[config.mk]
export PLATFORM = sky130hd
export DESIGN_NAME = dam_ctrl
export DESIGN_NICKNAME = d
export VERILOG_FILES = /design/src/rtl/dam_pkg.sv /design/src/rtl/dam_ctrl.sv
export SDC_FILE = /design/constraint.sdc
export NUM_CORES = 1
export LEC_CHECK = 0
export ABC_AREA = 1
export BUFFER_PORTS_ARGS = -buffer_cell sky130_fd_sc_hd__buf_2
export CORE_UTILIZATION = 58
export CTS_BUF_LIST = sky130_fd_sc_hd__clkbuf_4 sky130_fd_sc_hd__clkbuf_8
export DETAILED_ROUTE_END_ITERATION = 8
export PLACE_DENSITY = 0.91
export RECOVER_POWER = 25
export SETUP_SLACK_MARGIN = 0.2
export SLEW_MARGIN = 20
export SYNTH_ARGS = -nofsm -noshare
export SYNTH_HDL_FRONTEND = slang
export SYNTH_SLANG_ARGS = --single-unit
[constraint.sdc]
create_clock -name clk -period 4.9 [get_ports clk]
set_clock_uncertainty 0.2 [all_clocks]
set_input_delay 0.735 -clock clk [delete_from_list [all_inputs] [get_ports clk]]
set_output_delay 0.735 -clock clk [all_outputs]
set_load 0.01 [all_outputs]
[src/rtl/dam_pkg.sv]
// Shared types, constants and decode helpers for the decimal accumulator machine.
package dam_pkg;

  localparam int MEM_WORDS_DEF = 1000;
  localparam int WORD_W        = 18;
  localparam int ADDR_W        = 10;
  localparam int STAT_W        = 4;
  localparam int OPC_W         = 8;
  localparam int VAL_LIMIT     = 99999;
  localparam int DEC_BASE      = 1000;

  localparam logic [OPC_W-1:0] OP_READ  = 8'd10;
  localparam logic [OPC_W-1:0] OP_WRITE = 8'd11;
  localparam logic [OPC_W-1:0] OP_NL    = 8'd12;
  localparam logic [OPC_W-1:0] OP_LOAD  = 8'd20;
  localparam logic [OPC_W-1:0] OP_ADD   = 8'd30;
  localparam logic [OPC_W-1:0] OP_SUB   = 8'd31;
  localparam logic [OPC_W-1:0] OP_DIV   = 8'd32;
  localparam logic [OPC_W-1:0] OP_MUL   = 8'd33;
  localparam logic [OPC_W-1:0] OP_MOD   = 8'd34;
  localparam logic [OPC_W-1:0] OP_POW   = 8'd35;
  localparam logic [OPC_W-1:0] OP_BR    = 8'd40;
  localparam logic [OPC_W-1:0] OP_BRN   = 8'd41;
  localparam logic [OPC_W-1:0] OP_BRZ   = 8'd42;
  localparam logic [OPC_W-1:0] OP_HALT  = 8'd99;

  typedef enum logic [STAT_W-1:0] {
    ST_LOADED  = 4'd0,
    ST_EXEC    = 4'd1,
    ST_OUT     = 4'd2,
    ST_NL      = 4'd3,
    ST_HALT    = 4'd4,
    ST_OVF     = 4'd5,
    ST_DIV0    = 4'd6,
    ST_BADOP   = 4'd7,
    ST_BADCODE = 4'd8,
    ST_IDLE    = 4'd9
  } stat_t;

  typedef enum logic [1:0] {
    RUN_GO     = 2'd0,
    RUN_HALTED = 2'd1,
    RUN_FAULT  = 2'd2
  } run_t;

  typedef enum logic [3:0] {
    K_READ, K_WRITE, K_NL, K_LOAD, K_ADD, K_SUB, K_MUL, K_DIV, K_MOD,
    K_POW, K_BR, K_BRN, K_BRZ, K_HALT, K_BAD
  } kind_t;

  typedef struct packed {
    logic in_rdy;
    logic clr_we;
    logic disp;
    logic fetch_rd;
    logic dec_start;
    logic dec_cap;
    logic opd_rd;
    logic m_cap;
    logic exec;
    logic mul_en;
    logic mul_chk;
    logic ar_cap;
    logic pchk;
    logic commit;
  } dam_cmd_t;

  typedef struct packed {
    logic  in_acc;
    logic  clr_done;
    logic  act;
    logic  run_go;
    logic  pc_bad;
    logic  div_done;
    logic  dec_fault;
    logic  mem_op;
    kind_t kind;
    logic  m_zero;
    logic  pow_iter;
    logic  pow_stop;
    logic  out_free;
  } dam_stat_t;

  function automatic kind_t kind_of(input logic [OPC_W-1:0] opc);
    kind_t k;
    unique case (opc)
      OP_READ:  k = K_READ;
      OP_WRITE: k = K_WRITE;
      OP_NL:    k = K_NL;
      OP_LOAD:  k = K_LOAD;
      OP_ADD:   k = K_ADD;
      OP_SUB:   k = K_SUB;
      OP_DIV:   k = K_DIV;
      OP_MUL:   k = K_MUL;
      OP_MOD:   k = K_MOD;
      OP_POW:   k = K_POW;
      OP_BR:    k = K_BR;
      OP_BRN:   k = K_BRN;
      OP_BRZ:   k = K_BRZ;
      OP_HALT:  k = K_HALT;
      default:  k = K_BAD;
    endcase
    return k;
  endfunction

endpackage

[src/rtl/dam_ctrl.sv]
// Controller: sequences clear, fetch, decode, operand read, execute and commit.
module dam_ctrl (
  input  logic               clk,
  input  logic               rst,
  input  dam_pkg::dam_stat_t st,
  output dam_pkg::dam_cmd_t  cmd
);
  import dam_pkg::*;

  typedef enum logic [14:0] {
    S_CLEAR = 15'h0001,
    S_IDLE  = 15'h0002,
    S_DISP  = 15'h0004,
    S_FETCH = 15'h0008,
    S_IRCAP = 15'h0010,
    S_DECW  = 15'h0020,
    S_CHK   = 15'h0040,
    S_OPRD  = 15'h0080,
    S_MCAP  = 15'h0100,
    S_EXEC  = 15'h0200,
    S_MULW  = 15'h0400,
    S_ARW   = 15'h0800,
    S_PMUL  = 15'h1000,
    S_PCHK  = 15'h2000,
    S_FIN   = 15'h4000
  } state_t;

  state_t state, state_next;

  always_ff @(posedge clk) begin
    if (rst) state <= S_CLEAR;
    else     state <= state_next;
  end

  always_comb begin
    cmd        = '0;
    state_next = state;
    unique case (state)
      S_CLEAR: begin
        cmd.clr_we = 1'b1;
        if (st.clr_done) state_next = S_IDLE;
      end
      S_IDLE: begin
        cmd.in_rdy = 1'b1;
        if (st.in_acc) state_next = S_DISP;
      end
      S_DISP: begin
        cmd.disp = 1'b1;
        if (!st.act || !st.run_go || st.pc_bad) state_next = S_FIN;
        else                                    state_next = S_FETCH;
      end
      S_FETCH: begin
        cmd.fetch_rd = 1'b1;
        state_next   = S_IRCAP;
      end
      S_IRCAP: begin
        cmd.dec_start = 1'b1;
        state_next    = S_DECW;
      end
      S_DECW: begin
        cmd.dec_cap = 1'b1;
        state_next  = S_CHK;
      end
      S_CHK: begin
        if (st.dec_fault || !st.mem_op) state_next = S_FIN;
        else                            state_next = S_OPRD;
      end
      S_OPRD: begin
        cmd.opd_rd = 1'b1;
        state_next = S_MCAP;
      end
      S_MCAP: begin
        cmd.m_cap  = 1'b1;
        state_next = S_EXEC;
      end
      S_EXEC: begin
        cmd.exec = 1'b1;
        case (st.kind) inside
          K_MUL: begin
            cmd.mul_en = 1'b1;
            state_next = S_MULW;
          end
          K_DIV, K_MOD: state_next = st.m_zero ? S_FIN : S_ARW;
          K_POW:        state_next = st.pow_iter ? S_PMUL : S_FIN;
          default:      state_next = S_FIN;
        endcase
      end
      S_MULW: begin
        cmd.mul_chk = 1'b1;
        state_next  = S_FIN;
      end
      S_ARW: begin
        if (st.div_done) begin
          cmd.ar_cap = 1'b1;
          state_next = S_FIN;
        end
      end
      S_PMUL: begin
        cmd.mul_en = 1'b1;
        state_next = S_PCHK;
      end
      S_PCHK: begin
        cmd.pchk   = 1'b1;
        state_next = st.pow_stop ? S_FIN : S_PMUL;
      end
      S_FIN: begin
        if (st.out_free) begin
          cmd.commit = 1'b1;
          state_next = S_IDLE;
        end
      end
      default: state_next = S_CLEAR;
    endcase
  end

endmodule

==> impl_metrics.json <==
{
  "final_layout_size_suffix_gt1_share_pct": 25.2,
  "r2r_start": "state[0]",
  "clockBufferDepth": 2,
  "cts_made_buffers": 3,
  "rrSetupSlack_ns": 2.58,
  "rows": 15,
  "coreArea_um2": 1780,
  "avgSynthCellArea_um2": 5.73,
  "top_regs": "state: 15 flops",
  "power_leakage_nw": 0.839,
  "drtPass1Iterations": 4,
  "clkLatencyLatePin_ns": 0.29,
  "regMostFlops": "state",
  "syn_inst": 198,
  "max_freq_ghz": 0.339,
  "synthAdderAreaFrac_pct": 0,
  "synth_area_leaders": "dfxtp_1, nor2_1, nand2_1, inv_1, nand3_1",
  "htree_levels": 1,
  "synthMuxAreaShare_pct": 0,
  "clk_pin_slew_ns": 0.09,
  "setup_viol": 0,
  "root_buffer": "clkbuf_4",
  "holdPathEnd": "state[0]",
  "min_path_type": "flop to flop",
  "ys_ff_latch": 15,
  "finalSetupTns_ns": 0,
  "vdd_ir_drop_max_mv": 0.204,
  "synth_flop_cell": "dfxtp_1",
  "via_per_inst": 4.90,
  "startpoint_type": "flop",
  "dr_total_vias": 1250,
  "regToRegEndpoint": "state[0]",
  "relSlewSlack_pct": 49.9,
  "hold_path_depth": 2,
  "largest_reg_flops": 15,
  "tritoncts": "yes",
  "grt_pass1_wl_um": 3880,
  "synth_xor_area_share_pct": 0,
  "post-route-period-util_pct": 60.2,
  "wl_um": 2580,
  "areaGrowthSynthToFinish_pct": 15.2,
  "synth_compound_area_share_pct": 3.86,
  "async_reset_ff_share_pct": 0,
  "holdWs_ns": 0.374,
  "cellPowerDensity_nw_per_um2": 272,
  "synth_cell_type_count": 22,
  "fp.dieArea_um2": 2140,
  "worst_pin_slew_ns": 0.749,
  "yosys.area.top_type": "dfxtp_1",
  "cp_data_arrival_time_ns": 2.01,
  "max-cap-violations": 0,
  "die_width_um": 46.2,
  "ant_nets": 0,
  "yosysWarnings": 0,
  "ios": 32,
  "nets": 249,
  "status": "completed",
  "synth-edff-count": 0,
  "drc_errors": 0,
  "start_util_pct": 63.6,
  "min_period_ns": 2.95,
  "synthesis.area_um2": 1130,
  "critPathCaptureType": "primary output",
  "fp.dieH_um": 46.2,
  "hold_buffers": 0,
  "utilization_pct": 73.3,
  "path_class": "flop to primary output",
  "diodes": 0,
  "drt-initial-drc-count": 36,
  "cts.sinks": 15,
  "port_buffers": 31,
  "cts_resized": 0,
  "grt_max_degree": 15,
  "seq_area_frac_synth_pct": 26.5,
  "place.gp.congestion": 0.853,
  "place_hpwl_um": 2130,
  "r2r_cells": 10,
  "worstPathRequired_ns": 3.96,
  "synth_top_area_share_pct": 26.5,
  "grt.total_usage_pct": 26.0,
  "grt_overflow": 0,
  "grt_pass1_vias": 971,
  "synthSimpleGateAreaFrac_pct": 56.1,
  "wl_per_cell_um": 10.1,
  "antenna_found_initial": 0,
  "final-max-slew-violation-count": 0,
  "synth_fp_nets": 216,
  "cts_setup_buffers": 0,
  "min-delay-start": "state[0]",
  "synth_top_family_by_area": "simple AND/OR/NAND/NOR gates",
  "hold_violations": 0,
  "crit_fanout": 11,
  "rsz0062_at_grt": "false"
}
## final cells by class
type | instances | area [um^2]
Clock inverter | 1 | 5.00
Fill cell | 163 | 477
Timing Repair Buffer | 31 | 155
Tap cell | 25 | 31.3
Inverter | 34 | 128
Multi-Input combinational cell | 146 | 664
Clock buffer | 3 | 22.5
Sequential cell | 15 | 300
## cells in the mapped netlist (3+ instances only)
cell type / instances
nor2_1: 49
nand2_1: 46
inv_1: 32
dfxtp_1: 15
nand3_1: 13
nand2_2: 9
nor2_2: 9
a21oi_1: 3
o21ai_0: 3
## how the worst max path moves through the flow
stage	startpoint	end	slack (ns)
finish	state[0]	cmd[4]	1.95
global route	state[0]	cmd[4]	1.68
CTS	state[8]	cmd[13]	2.26
detailed placement	st[7]	cmd[4]	2.41
global placement	st[7]	cmd[4]	2.47
floorplan	st[7]	cmd[4]	2.67
## metrics by stage
step	total power (W)	cell area [um^2]	instances	setup slack (ns)
after CTS	0.000359	1320	255	2.26
after global routing	0.000381	1310	255	1.68
after floorplan	0.000262	1130	198	2.67
after global placement	0.000282	1290	251	2.47
final	0.000356	1310	255	1.95
after detailed placement	0.000287	1290	251	2.41
## power breakdown
group          switching, W  internal, W
clock             0.0000432    0.0000304
combinational     0.0000934    0.0000503
sequential       0.00000845     0.000130
## logic make-up after synthesis
| logic type | after synthesis |
|---|---|
| AOI/OAI and AO/OA | 8 |
| buffers and inverters | 37 |
| DFF | 15 |
| and+or+nand+nor | 138 |
## layout by cell type (no fill, tap or decap), types with 2 or more instances in the layout
cell type / Yosys / final
nor2_1: 49 / 52
nand2_1: 46 / 47
inv_1: 32 / 32
buf_2: 0 / 31
dfxtp_1: 15 / 15
nand3_1: 13 / 13
nand2_2: 9 / 8
nor2_2: 9 / 7
a21oi_1: 3 / 3
o21ai_0: 3 / 3
clkbuf_4: 0 / 3
inv_2: 2 / 2
nand4_1: 2 / 2
nor3_1: 2 / 2
nand3_2: 2 / 2
## critical path: stages (launching register included)
cell	delay, ns
dfxtp_1	0.35
nor2_2	0.18
nand2_2	0.11
nor2_1	0.59
nand2_4	0.14
inv_1	0.10
nand2_1	0.06
nand2_1	0.06
buf_2	0.13
## routing by layer
layer / vias to the layer above / wire length, um / GRT usage [%]
met2: 29 / 1300 / 45.6
met3: 5 / 84 / 6.27
met1: 550 / 1140 / 28.7
met5: - / 0 / 0
li1: 666 / - / -
met4: 0 / 55 / 13.5
Power figures use the tool's default switching activity.
